### config.mk
export PLATFORM = sky130hd
export DESIGN_NAME = login_code_text_detector_top
export DESIGN_NICKNAME = d
export VERILOG_FILES = /design/src/hw/rtl/lctd_pkg.sv /design/src/hw/rtl/login_code_text_detector_top.sv
export SDC_FILE = /design/constraint.sdc
export NUM_CORES = 1
export LEC_CHECK = 0
export ABC_AREA = 1
export BUFFER_PORTS_ARGS = -buffer_cell sky130_fd_sc_hd__clkbuf_2
export CORE_UTILIZATION = 40
export CTS_BUF_LIST = sky130_fd_sc_hd__clkbuf_4 sky130_fd_sc_hd__clkbuf_8
export DETAILED_ROUTE_END_ITERATION = 6
export MAX_ROUTING_LAYER = met4
export RECOVER_POWER = 25
export SLEW_MARGIN = 40
export SYNTH_ARGS = -nofsm -noshare
export SYNTH_HDL_FRONTEND = slang
export SYNTH_SLANG_ARGS = --single-unit
export TNS_END_PERCENT = 1
### constraint.sdc
create_clock -name clk_i -period 3.9 [get_ports clk_i]
set_clock_uncertainty 0.2 [all_clocks]
set_input_delay 0.195 -clock clk_i [delete_from_list [all_inputs] [get_ports clk_i]]
set_output_delay 0.195 -clock clk_i [all_outputs]
set_load 0.1 [all_outputs]
### src/hw/rtl/lctd_pkg.sv
// ----------------------------------------------------------------------------
// lctd_pkg
// Shared types, constants and character class functions of the login code
// text detector.
// ----------------------------------------------------------------------------
`default_nettype none

package lctd_pkg;

  localparam int unsigned UnitW  = 16;
  localparam int unsigned DigitW = 4;
  localparam int unsigned LimitW = 16;

  localparam logic [DigitW-1:0] MinDigitsRst = DigitW'(5);
  localparam logic [DigitW-1:0] MaxDigitsRst = DigitW'(6);
  localparam logic [LimitW-1:0] ScanLimitRst = LimitW'(4096);
  localparam logic [DigitW-1:0] RunSat       = '1;

  // configuration register indexes
  typedef enum logic [1:0] {
    REG_MIN_DIGITS = 2'd0,
    REG_MAX_DIGITS = 2'd1,
    REG_SCAN_LIMIT = 2'd2
  } cfg_reg_e;

  // pending decision on a run that ended one unit earlier
  typedef enum logic [2:0] {
    PEND_NONE  = 3'b001,
    PEND_SEP   = 3'b010,
    PEND_SPACE = 3'b100
  } pend_e;

  typedef logic [UnitW-1:0] unit_t;

  localparam unit_t ChSpace  = 16'h0020;
  localparam unit_t ChDot    = 16'h002E;
  localparam unit_t ChUscore = 16'h005F;
  localparam unit_t ChPct    = 16'h0025;

  function automatic logic is_digit(unit_t v);
    is_digit = (v >= 16'h0030) && (v <= 16'h0039);
  endfunction

  function automatic logic is_letter(unit_t v);
    is_letter = ((v >= 16'h0061) && (v <= 16'h007A)) ||
                ((v >= 16'h0041) && (v <= 16'h005A));
  endfunction

  function automatic logic is_prefix(unit_t v);
    case (v)
      16'h0024, 16'hFF04, 16'h00A5, 16'hFFE5, 16'h20AC, 16'h00A3, 16'hFFE1,
      16'h20B9, 16'h20BD, 16'h20A9, 16'hFFE6, 16'h0E3F, 16'h20AB,
      16'h20B4: is_prefix = 1'b1;
      default:  is_prefix = 1'b0;
    endcase
  endfunction

  function automatic logic is_suffix(unit_t v);
    case (v)
      16'h5143, 16'h584A, 16'h5757, 16'h5713, 16'h5186, 16'h5E01, 16'h5E63,
      16'hC6D0, 16'h0024, 16'h00A5, 16'h20AC: is_suffix = 1'b1;
      default:                                is_suffix = 1'b0;
    endcase
  endfunction

  function automatic logic is_sep(unit_t v);
    case (v)
      16'h002E, 16'h002C, 16'h002D, 16'h002F, 16'h002B, 16'h003A,
      16'h0027: is_sep = 1'b1;
      default:  is_sep = 1'b0;
    endcase
  endfunction

  function automatic logic is_url_mark(unit_t v);
    case (v)
      16'h002F, 16'h005C, 16'h0040, 16'h003F, 16'h0026, 16'h003D, 16'h0025,
      16'h0023: is_url_mark = 1'b1;
      default:  is_url_mark = 1'b0;
    endcase
  endfunction

  function automatic logic is_break(unit_t v);
    is_break = ((v >= 16'h0009) && (v <= 16'h000D)) || (v == 16'h0020) ||
               (v == 16'h0085) || (v == 16'h00A0) || (v == 16'h1680) ||
               ((v >= 16'h2000) && (v <= 16'h200A)) || (v == 16'h2028) ||
               (v == 16'h2029) || (v == 16'h202F) || (v == 16'h205F) ||
               (v >= 16'h2E80);
  endfunction

endpackage

`default_nettype wire

### src/hw/rtl/login_code_text_detector_top.sv
// ----------------------------------------------------------------------------
// login_code_text_detector_top
// Scans a message one UTF-16 code unit per item and reports whether it
// holds a plausible one-time login code.
// ----------------------------------------------------------------------------
// Usage
//   input channel: in_valid_i / in_ready_o with code_unit_i and last_unit_i,
//   one code unit per item; last_unit_i marks the final unit of a message
//   output channel: out_valid_o / out_ready_i with code_found_o, exactly one
//   item per message, produced by the item carrying last_unit_i
//   config port: cfg_we_i writes cfg_wdata_i into register cfg_addr_i (0 min
//   digits, 1 max, 2 scan limit); user writes only while block is idle, unchecked
// Timing
//   an accepted item is registered, then judged against the per-message
//   state in the next cycle; a last item's result then goes into the result
//   register and onto out_valid_o, once that register is free to take it
//   one item per cycle sustained unless a last unit waits: every unit only
//   updates a handful of small registers through one short combinational step
// Reset
//   rst_ni clears the message state and restores 5 / 6 / 4096 config values
// Stall
//   a result waiting in the output register does not hold up ordinary units;
//   only a further last unit waits in the input register until the output
//   register is free, and in_ready_o drops for that time
// ----------------------------------------------------------------------------
`default_nettype none

module login_code_text_detector_top
  import lctd_pkg::*;
(
  input  wire logic              clk_i,
  input  wire logic              rst_ni,
  // configuration write port
  input  wire logic              cfg_we_i,
  input  wire logic [1:0]        cfg_addr_i,
  input  wire logic [LimitW-1:0] cfg_wdata_i,
  // input items
  input  wire logic              in_valid_i,
  output logic                   in_ready_o,
  input  wire logic [UnitW-1:0]  code_unit_i,
  input  wire logic              last_unit_i,
  // result items
  output logic                   out_valid_o,
  input  wire logic              out_ready_i,
  output logic                   code_found_o
);

  // configuration registers
  logic [DigitW-1:0] min_digits_q;
  logic [DigitW-1:0] max_digits_q;
  logic [LimitW-1:0] scan_limit_q;

  // input register
  logic  s1_valid_q;
  unit_t s1_unit_q;
  logic  s1_last_q;
  logic  s1_adv;

  // result register
  logic out_valid_q;
  logic code_found_q;

  // per-message state
  logic [LimitW-1:0] units_q, units_d;
  logic [DigitW-1:0] run_q, run_d;
  unit_t             prev_q, prev_d;
  logic              prev_vld_q, prev_vld_d;
  unit_t             lnb_q, lnb_d;          // last unit that is not a space
  logic              lnb_vld_q, lnb_vld_d;
  logic              ubp_digit_q, ubp_digit_d; // unit before previous is digit
  logic              left_rej_q, left_rej_d;   // run rejected by its left context
  logic              url_q, url_d;
  logic              cand_q, cand_d;
  pend_e             pend_q, pend_d;
  logic              code_q, code_d;

  // character classes of the current unit
  logic u_digit, u_letter, u_uscore, u_space, u_pct;
  logic u_suffix, u_sep, u_break, u_url;
  logic prev_digit, prev_dot, left_rej_now;
  logic do_scan, do_fin;

  // --------------------------------------------------------------------------
  // configuration
  // --------------------------------------------------------------------------
  always_ff @(posedge clk_i or negedge rst_ni) begin
    if (!rst_ni) begin
      min_digits_q <= MinDigitsRst;
      max_digits_q <= MaxDigitsRst;
      scan_limit_q <= ScanLimitRst;
    end else if (cfg_we_i) begin
      case (cfg_reg_e'(cfg_addr_i))
        REG_MIN_DIGITS: min_digits_q <= cfg_wdata_i[DigitW-1:0];
        REG_MAX_DIGITS: max_digits_q <= cfg_wdata_i[DigitW-1:0];
        REG_SCAN_LIMIT: scan_limit_q <= cfg_wdata_i;
        default: ;
      endcase
    end
  end

  // --------------------------------------------------------------------------
  // handshake: only a last unit can be held back by a full result register
  // --------------------------------------------------------------------------
  assign s1_adv     = s1_valid_q && (!s1_last_q || !out_valid_q || out_ready_i);
  assign in_ready_o = !s1_valid_q || s1_adv;

  always_ff @(posedge clk_i or negedge rst_ni) begin
    if (!rst_ni) begin
      s1_valid_q <= 1'b0;
    end else if (in_ready_o) begin
      s1_valid_q <= in_valid_i;
    end
  end

  always_ff @(posedge clk_i) begin
    if (in_ready_o && in_valid_i) begin
      s1_unit_q <= code_unit_i;
      s1_last_q <= last_unit_i;
    end
  end

  // --------------------------------------------------------------------------
  // classification of the registered unit and of the stored context
  // --------------------------------------------------------------------------
  assign u_digit  = is_digit(s1_unit_q);
  assign u_letter = is_letter(s1_unit_q);
  assign u_uscore = (s1_unit_q == ChUscore);
  assign u_space  = (s1_unit_q == ChSpace);
  assign u_pct    = (s1_unit_q == ChPct);
  assign u_suffix = is_suffix(s1_unit_q);
  assign u_sep    = is_sep(s1_unit_q);
  assign u_break  = is_break(s1_unit_q);
  assign u_url    = is_url_mark(s1_unit_q);

  assign prev_digit = prev_vld_q && is_digit(prev_q);
  assign prev_dot   = prev_vld_q && (prev_q == ChDot);

  // left context of a run starting now: glued letter, currency prefix,
  // separator between digit groups, or space-separated digit group
  assign left_rej_now = (prev_vld_q && (is_letter(prev_q) || prev_q == ChUscore)) ||
                        (lnb_vld_q && is_prefix(lnb_q)) ||
                        (prev_vld_q && is_sep(prev_q) && ubp_digit_q) ||
                        (prev_vld_q && prev_q == ChSpace &&
                         lnb_vld_q && is_digit(lnb_q));

  assign do_scan = (units_q < scan_limit_q);

  // --------------------------------------------------------------------------
  // one unit: settle a pending decision, extend or judge the run, track the
  // token, then close the message at the scan limit or on the last unit
  // --------------------------------------------------------------------------
  always_comb begin
    units_d     = units_q;
    run_d       = run_q;
    prev_d      = prev_q;
    prev_vld_d  = prev_vld_q;
    lnb_d       = lnb_q;
    lnb_vld_d   = lnb_vld_q;
    ubp_digit_d = ubp_digit_q;
    left_rej_d  = left_rej_q;
    url_d       = url_q;
    cand_d      = cand_q;
    pend_d      = pend_q;
    code_d      = code_q;
    do_fin      = 1'b0;

    if (do_scan) begin
      // decision left open by the previous unit
      case (pend_q)
        PEND_SEP: begin
          pend_d = PEND_NONE;
          if (!u_digit) cand_d = 1'b1;
        end
        PEND_SPACE: begin
          if (!u_space) begin
            pend_d = PEND_NONE;
            if (!(u_suffix || u_pct || u_digit)) code_d = 1'b1;
          end
        end
        default: ;
      endcase

      if (u_digit) begin
        if (run_q == '0) begin
          left_rej_d = left_rej_now;
          run_d      = DigitW'(1);
        end else if (run_q != RunSat) begin
          run_d = run_q + DigitW'(1);
        end
      end else begin
        if (run_q != '0) begin
          // judge the finished run against the unit right after it
          if ((run_q >= min_digits_q) && (run_q <= max_digits_q) && !left_rej_q) begin
            if (u_letter || u_uscore) begin
            end else if (u_space) begin
              if (!url_q) pend_d = PEND_SPACE;
            end else if (u_suffix || u_pct) begin
            end else if (u_sep) begin
              pend_d = PEND_SEP;
            end else if (u_break) begin
              if (!url_q) code_d = 1'b1;
            end else begin
              cand_d = 1'b1;
            end
          end
          run_d = '0;
        end
        if (u_break) begin
          if (cand_d && !url_q) code_d = 1'b1;
          cand_d = 1'b0;
          url_d  = 1'b0;
        end else if (u_url || (prev_dot && u_letter)) begin
          url_d = 1'b1;
        end
      end

      ubp_digit_d = prev_digit;
      prev_d      = s1_unit_q;
      prev_vld_d  = 1'b1;
      if (!u_space) begin
        lnb_d     = s1_unit_q;
        lnb_vld_d = 1'b1;
      end
      units_d = units_q + LimitW'(1);
    end

    do_fin = (units_d >= scan_limit_q) || s1_last_q;

    if (do_fin) begin
      case (pend_d)
        PEND_SEP:   cand_d = 1'b1;
        PEND_SPACE: code_d = 1'b1;
        default: ;
      endcase
      pend_d = PEND_NONE;
      if (run_d != '0) begin
        // run reaching the end of the text
        if ((run_d >= min_digits_q) && (run_d <= max_digits_q) &&
            !left_rej_d && !url_d) code_d = 1'b1;
        run_d = '0;
      end
      if (cand_d && !url_d) code_d = 1'b1;
      cand_d = 1'b0;
      url_d  = 1'b0;
    end
  end

  always_ff @(posedge clk_i or negedge rst_ni) begin
    if (!rst_ni) begin
      units_q     <= '0;
      run_q       <= '0;
      prev_q      <= '0;
      prev_vld_q  <= 1'b0;
      lnb_q       <= '0;
      lnb_vld_q   <= 1'b0;
      ubp_digit_q <= 1'b0;
      left_rej_q  <= 1'b0;
      url_q       <= 1'b0;
      cand_q      <= 1'b0;
      pend_q      <= PEND_NONE;
      code_q      <= 1'b0;
    end else if (s1_adv) begin
      if (s1_last_q) begin
        // message done: start the next one from scratch
        units_q     <= '0;
        run_q       <= '0;
        prev_q      <= '0;
        prev_vld_q  <= 1'b0;
        lnb_q       <= '0;
        lnb_vld_q   <= 1'b0;
        ubp_digit_q <= 1'b0;
        left_rej_q  <= 1'b0;
        url_q       <= 1'b0;
        cand_q      <= 1'b0;
        pend_q      <= PEND_NONE;
        code_q      <= 1'b0;
      end else begin
        units_q     <= units_d;
        run_q       <= run_d;
        prev_q      <= prev_d;
        prev_vld_q  <= prev_vld_d;
        lnb_q       <= lnb_d;
        lnb_vld_q   <= lnb_vld_d;
        ubp_digit_q <= ubp_digit_d;
        left_rej_q  <= left_rej_d;
        url_q       <= url_d;
        cand_q      <= cand_d;
        pend_q      <= pend_d;
        code_q      <= code_d;
      end
    end
  end

  // --------------------------------------------------------------------------
  // result register
  // --------------------------------------------------------------------------
  always_ff @(posedge clk_i or negedge rst_ni) begin
    if (!rst_ni) begin
      out_valid_q <= 1'b0;
    end else begin
      out_valid_q <= (out_valid_q && !out_ready_i) || (s1_adv && s1_last_q);
    end
  end

  always_ff @(posedge clk_i) begin
    if (s1_adv && s1_last_q) begin
      code_found_q <= code_d;
    end
  end

  assign out_valid_o  = out_valid_q;
  assign code_found_o = code_found_q;

endmodule

`default_nettype wire

==> results of run 1 <==
[worst max-delay path by stage]
stage                     startpoint  slack [ns]       end  cells past startpoint
floorplan           scan_limit_q[12]        0.17    cand_q                     27
detailed placement  scan_limit_q[12]       -0.05    cand_q                     25
CTS                 scan_limit_q[12]        0.01    cand_q                     25
global route         scan_limit_q[2]       -0.04  run_q[1]                     30
global placement    scan_limit_q[12]        0.02    cand_q                     25
finish              scan_limit_q[12]        0.24  run_q[0]                     28
[worst max-delay path, delay by kind of cell (launching register included)]
| family | cells | cell delay [ns] |
|---|---|---|
| xor gates and xnor gates | 1 | 0.23 |
| DFF | 1 | 0.54 |
| and+or+nand+nor | 18 | 1.53 |
| buffers and inverters | 5 | 0.41 |
| AOI/OAI and AO/OA | 2 | 0.19 |
| adders and majority gates | 2 | 0.48 |
[through the flow]
step           power, uW  worst slack [ns]  setup TNS, ns
2_1_floorplan       1916            0.1747              0
3_3_place_gp        2135           0.01738              0
3_5_place_dp        2147          -0.05005        -0.1522
4_1_cts             2908           0.01415              0
5_1_grt             3149          -0.04004        -0.2481
6_report            2935            0.2425              0
[cell type report]
type	instances	area (um2)
inverters	174	660.6
flip-flops and latches	106	2750
repair buffers	115	885.9
multi-input cells	701	4101
clock buffers	11	145.1
well taps	229	286.5
clock inverters	5	53.80
fillers	1744	9080
[report_power, final]
group	switching (uW)	internal [uW]
Clock	393	321
Combinational	543	335
Sequential	96.2	1250
Total	1030	1900
[cells by family after synthesis]
kind of cell               Yosys count
AOI/OAI and AO/OA                  158
xor gates and xnor gates            16
adders and majority gates           50
buffers and inverters              191
DFF                                106
and+or+nand+nor                    477
[what timing repair did]
action | 4_1_cts | 5_1_grt
pin swaps | 0 | 14
buffers inserted | 0 | 10
gates resized for setup | 3 | 65
hold buffers | 43 | 0
setup endpoints to repair | 6 | 11
endpoints found under the hold margin | 111 | 0
[sequential cells by signal (all words and copies together) (netlist names), 3 cells and up]
signal / flops
lnb_q: 16
max_digits_q: 4
min_digits_q: 4
pend_q: 3
prev_q: 16
run_q: 4
s1_unit_q: 16
scan_limit_q: 16
units_q: 16
[cell usage in the layout (no fill, tap or decap), types with 6 or more instances in the layout]
cell type and n:
a21oi_1 34, nor3_1 14, nand2_2 20, nand4_1 15, nor2_1 98, dlygate4sd3_1 43, buf_4 27, inv_2 21
a21oi_2 7, nand2_1 219, edfxtp_1 18, nand3_1 69, xor2_1 15, ha_1 41, dfrtp_1 82, ha_4 9
clkbuf_8 10, nor2_2 10, nor2_4 6, nand3_2 6, o21ai_0 49, o22ai_1 37, inv_1 148, clkbuf_2 42
o21ai_1 6, dfstp_2 6
[per-layer routing]
layer	vias up	GRT usage [%]	wire length, um
li1	3473	-	-
met2	131	35.54	9034
met4	0	5.067	314
met3	26	3.790	589
met1	3109	27.52	8825
met5	-	-	0
==> out/qor.yml, run 1 <==
status:
  status: "finished, violations left"
  violations: "capacitance limit, slew limit"
synthesis:
  async_flop_share_pct: 83.02
  post-synth-top-count-cell: "nand2_1"
  synthCells: 998
  synth_ff_type: "dfrtp_1"
  synth_cell_types: 50
  synth_common_cells: "nand2_1, inv_1, nor2_1"
  synth_area_per_cell_um2: 7.349
  synth_edf_count: 18
  synth-simple-area-share_pct: 29.44
  synth_top_area_share_pct: 27.98
  netlist_top_cells_area: "dfrtp_1, nand2_1, ha_1, inv_1, edfxtp_1"
  syn_nets: 1088
  synth-seq-cells: 106
  yosys.area_share.xor_xnor_pct: 1.911
  synth-adder-area-share_pct: 8.530
  synth_mux_area_share_pct: 0
  synth_compound_area_share_pct: 12.37
  yosysWarningCount: 0
  syn-cell-area_um2: 7335
  synth_top_family_by_area: "simple AND/OR/NAND/NOR gates"
  seq_area_frac_synth_pct: 37.50
  synth_top_area_cell: "dfrtp_1"
floorplan:
  die-area_um2: 18880
  initial_utilization_pct: 40.83
  dieWidth_um: 137.4
  io_pins: 43
  num_rows: 49
  die_y_um: 137.4
  core_area_um2: 17960
routing:
  drc: 0
  firstDrtPassIters: 5
  detailroute.via_count: 6739
  vias_per_cell: 5.025
  wirelength_mm: 18.76
  drtAntennaViolNets: 0
  drt_iter0_markers: 354
  wl_per_cell_um: 13.99
power:
  vdd_ir_drop_max_uv: 281.8
  p_per_area_nw_per_um2: 330.4
  p_leak_uw: 0.004464
finish:
  n_antenna_cell: 0
  layout-drive-gt1-share_pct: 18.08
  area_growth_pct: 21.12
  layout.nets: 1197
  final_cells: 1341
  final_core_util_pct: 49.45
  fin_area_um2: 8884
placement:
  io_buffers: 42
  dpl.cell_count: 1272
  place.gp.congestion: 0.9022
  postPlaceCellArea_um2: 7894
  place_hpwl_mm: 13.80
cts:
  htreeDepth: 3
  clockRootBuffer: "clkbuf_8"
  numCtsBuffers: 9
  cts_tree: "yes"
  insertion_delay_ns: 0.40
  clk_pin_slew_ns: 0.11
  max-clock-path-buffers: 2
  cts_sinks: 106
sta:
  max_freq_ghz: 0.2734
  worst_slew_pin_slew_ns: 1.760
  rsz0062_at_grt: "yes"
  setup_viol: 0
  period_minus_slack_ns: 3.658
  hold_viol: 0
  timing.final.crit_share_pct: 93.78
  holdWs_ns: 0.04286
  slew_headroom_pct: -17.34
  slew_viol_final: 70
worst_setup_path:
  cp_max_fo: 6
  max_stage_delay_ns: 0.54
  path_class: "reg2reg"
  critPathSlowestCell: "dfstp_2"
  end_kind: "register"
  r2r_setup_slack_ns: 0.24
  crit_required_ns: 4.01
  cp.arrival_ns: 3.77
  r2r_end: "run_q[0]"
  critPathMostFrequentCell: "nand2_1"
  worstReg2RegStart: "scan_limit_q[12]"
  reg2reg_depth: 28
  crit_path_start_kind: "register"
run:
  maxCapViolCount: 1
grt:
  grt_pass1_vias: 6383
  grt_max_degree: 70
  grt_use_total_pct: 21.60
  grt_pass1_wl_mm: 30.93
  grt_remaining_overflow: 0
  antenna_found_initial: 0
min_path:
  whs_endpoint: "max_digits_q[0]"
  holdPathStages: 4
  hold_path_class: "in2reg"
  hp-start: "cfg_addr_i[1]"
Power figures use the tool's default switching activity.
==> inputs of run 2 (changes only) <==
- ABC_AREA: 1 -> default
==> out/qor.yml, run 2 <==
power:
  p_per_area_nw_per_um2: 333.0  # +0.80%
  internal_power_uw: 1904  # about the same
  p_leak_uw: 0.003793  # -15%
  p_sw_uw: 962.9  # -6.7%
  swShare_pct: 33.59  # -1.6 points
  seqPwrFrac_pct: 47.9  # +2.1 points
  clkPwrFrac_pct: 23.1  # -1.2 points
  combPwrFrac_pct: 29.0  # -0.9 points
  vdd_ir_drop_max_uv: 190.0  # -33%
routing:
  vias_per_cell: 5.619  # +12%
  drt_iter0_markers: 369  # +4.2%
  wl_met1_mm: 8.322  # -5.7%
  route.met3.wl_um: 705  # +20%
  firstDrtPassIters: 5  # unchanged
  detailroute.via_count: 6097  # -9.5%
  wl_met2_mm: 8.916  # -1.3%
  wirelength_mm: 18.51  # -1.3%
  drtAntennaViolNets: 0  # unchanged
  drc: 0  # unchanged
  maxUsedRoutingLayer: "met4"
  wl_per_cell_um: 17.06  # +22%
grt:
  grt_pass1_vias: 6219  # -2.6%
  grt_pass1_wl_mm: 30.58  # -1.1%
  grt_remaining_overflow: 0  # unchanged
  antenna_found_initial: 0  # unchanged
  grt_use_total_pct: 22.52  # +0.92 points
  grt_max_degree: 62  # -11%
cts:
  htreeDepth: 3  # unchanged
  insertion_delay_ns: 0.39  # about the same
  clockRootBuffer: "clkbuf_8"
  max-clock-path-buffers: 2  # unchanged
  cts_tree: "yes"
  clk_pin_slew_ns: 0.12  # about the same
  numCtsBuffers: 9  # unchanged
  cts_sinks: 106  # unchanged
synthesis:
  synth_area_per_cell_um2: 9.656  # +31%
  synth_top_area_share_pct: 30.01  # +2.0 points
  syn_nets: 798  # -27%
  yosysWarningCount: 0  # unchanged
  synth_common_cells: "dfrtp_1, nand2_1, ha_1"
  synthCells: 708  # -29%
  netlist_top_cells_area: "dfrtp_1, ha_1, edfxtp_1, a22o_1, mux2_2"
  seq_area_frac_synth_pct: 40.23  # +2.7 points
  syn-cell-area_um2: 6837  # -6.8%
  synth-seq-cells: 106  # unchanged
  async_flop_share_pct: 83.02  # unchanged
  synth_cell_types: 80  # +60%
  synth_ff_type: "dfrtp_1"
  post-synth-top-count-cell: "dfrtp_1"
  synth_edf_count: 18  # unchanged
  synth_top_area_cell: "dfrtp_1"
worst_setup_path:
  critPathSlowestCell: "or4_4"
  max_stage_delay_ns: 0.45  # -0.09 ns
  end_kind: "register"
  cp_max_fo: 7  # +1
  critPathBufInv: 2  # -3
  crit_required_ns: 3.85  # -0.16 ns
  critPathTopFamily: "simple AND/OR/NAND/NOR gates"
  path_class: "reg2reg"
  crit_path_start_kind: "register"
  worstReg2RegStart: "scan_limit_q[9]"
  reg2reg_depth: 18  # -36%
  cp.arrival_ns: 4.33  # +0.56 ns
  r2r_setup_slack_ns: -0.47  # -0.72 ns
  crit_chain: "inv_2 > ha_4 > a211oi_2 > o21ai_2 > a21boi_2 > o21ai_2 > or4_4 > or3_4 > nor3_4 > xor2_1 > ha_1 > nand4_1 > o21ai_1 > nor4_2 > o21ai_2 > buf_4 > a31o_1 > a21o_1"
  critPathMostFrequentCell: "o21ai_2"
  r2r_end: "code_found_o"
sta:
  slew_viol_final: 62  # -11%
  max_freq_ghz: 0.2287  # -16%
  timing.final.crit_share_pct: 112.1  # +18 points
  rsz0062_at_grt: "yes"
  period_minus_slack_ns: 4.373  # +0.7155 ns
  hold_viol: 0  # unchanged
  holdWs_ns: 0.02723  # -0.01562 ns
  setup_viol: 11  # +11
  worst_slew_pin_slew_ns: 1.585  # -0.1749 ns
  slew_headroom_pct: -5.678  # +12 points
  setup_slack_ns: -0.4730  # -0.7155 ns
finish:
  layout.nets: 950  # -21%
  area_growth_pct: 25.90
  final_cell_mix: "buf_4, dfrtp_1, nand2_1"
  n_antenna_cell: 0  # unchanged
  layout-drive-gt1-share_pct: 24.62  # +6.5 points
  final_common_cell: "buf_4"
  fillers: 1492  # -14%
  fin_area_um2: 8607  # -3.1%
floorplan:
  initial_utilization_pct: 41.08  # +0.25 points
  die_y_um: 132.7  # -3.4%
  dieWidth_um: 132.7  # -3.4%
  num_rows: 47  # -4.1%
  core_area_um2: 16640  # -7.4%
  io_pins: 43  # unchanged
  die-area_um2: 17620  # -6.7%
run:
  maxCapViolCount: 1  # unchanged
min_path:
  hold_path_class: "in2reg"
  whs_endpoint: "min_digits_q[3]"
  hp-start: "cfg_addr_i[1]"
  holdPathStages: 3  # -1
status:
  violations: "capacitance limit, slew limit, setup timing"
  status: "finished, violations left"
placement:
  place_hpwl_mm: 13.40  # -3.0%
  io_buffers: 42  # unchanged
  postPlaceCellArea_um2: 7891  # about the same
  place.gp.congestion: 0.9100  # +0.86%
==> run 2: cell count changes after synthesis, moves of 15 or more <==
| cell | change |
|---|---|
| inv_1 | -116 |
| clkbuf_1 | +21 |
| nor2_1 | -64 |
| mux2_2 | +22 |
| a21oi_1 | -21 |
| a22o_1 | +38 |
| nand2_1 | -172 |
| o22ai_1 | -35 |
| nand3_1 | -56 |
| nand2_2 | -15 |
==> run 2: cell families after synthesis <==
| kind of cell | count (synthesis) | share of synthesized area (%) |
|---|---|---|
| AO/OA/AOI/OAI | 179 | 18.85 |
| adder cells (fa/ha/maj) | 51 | 9.297 |
| AND/OR/NAND/NOR | 247 | 20.53 |
| buffers and inverters | 82 | 4.722 |
| XOR/XNOR | 18 | 2.306 |
| flip-flops | 106 | 40.23 |
| multiplexers | 25 | 4.063 |
==> run 2: timing repair <==
action	CTS	global route
hold buffers	41	0
setup buffers	2	0
pin swaps	9	3
endpoints found under the hold margin	98	0
setup endpoints to repair	11	11
gates cloned	0	0
gates resized for setup	19	11
==> run 2: how the worst max path moves through the flow <==
stage	startpoint	end	slack, ns	cells past startpoint
after global routing	scan_limit_q[5]	code_found_o	-0.72	18
after detailed placement	scan_limit_q[13]	code_found_o	-0.66	19
final	scan_limit_q[9]	code_found_o	-0.47	18
after CTS	scan_limit_q[9]	code_found_o	-0.45	18
after floorplan	units_q[5]	code_found_o	-0.40	18
after global placement	scan_limit_q[7]	code_found_o	-0.61	18
==> run 2: power groups by stage <==
stage	Combinational (uW)	Clock, uW	Sequential, uW
floorplan	489	0	1370
global placement	755	0	1390
detailed placement	773	0	1390
CTS	828	679	1370
global route	926	718	1390
finish	833	661	1370
==> run 2: routing by layer <==
| metal | up-vias | track usage (%) |
|---|---|---|
| met3 | 38 | 2.605 |
| met2 | 185 | 36.35 |
| met5 | - | - |
| met4 | 0 | 10.03 |
| li1 | 2957 | - |
| met1 | 2917 | 28.46 |
==> run 2: metrics by stage <==
stage	std cells	utilization, %	setup TNS [ns]	worst slack, ns	total power (uW)
after floorplan	708	-	-1.318	-0.4037	1861
after global placement	1025	47.36	-5.429	-0.6078	2143
after detailed placement	1026	47.42	-5.584	-0.6632	2167
after CTS	1085	51.48	-3.013	-0.4468	2880
after global routing	1085	51.72	-5.734	-0.7215	3035
final	1085	51.72	-3.323	-0.4730	2866
==> run 2: cell type report <==
cell class	count	area (um2)	share of cell area [%]
clock buffer	9	123.9	1.439
timing repair buffer	175	1314	15.26
inverter	48	180.2	2.093
tap	220	275.3	3.198
multi-input combinational	520	3911	45.44
clock inverter	7	52.55	0.6106
sequential	106	2750	31.95
==> run 2: worst min-delay path: cells and delay by family <==
kind | cells | cell delay (ns)
buffers and inverters | 1 | 0.10
AO/OA/AOI/OAI | 1 | 0.18
AND/OR/NAND/NOR | 1 | 0.11
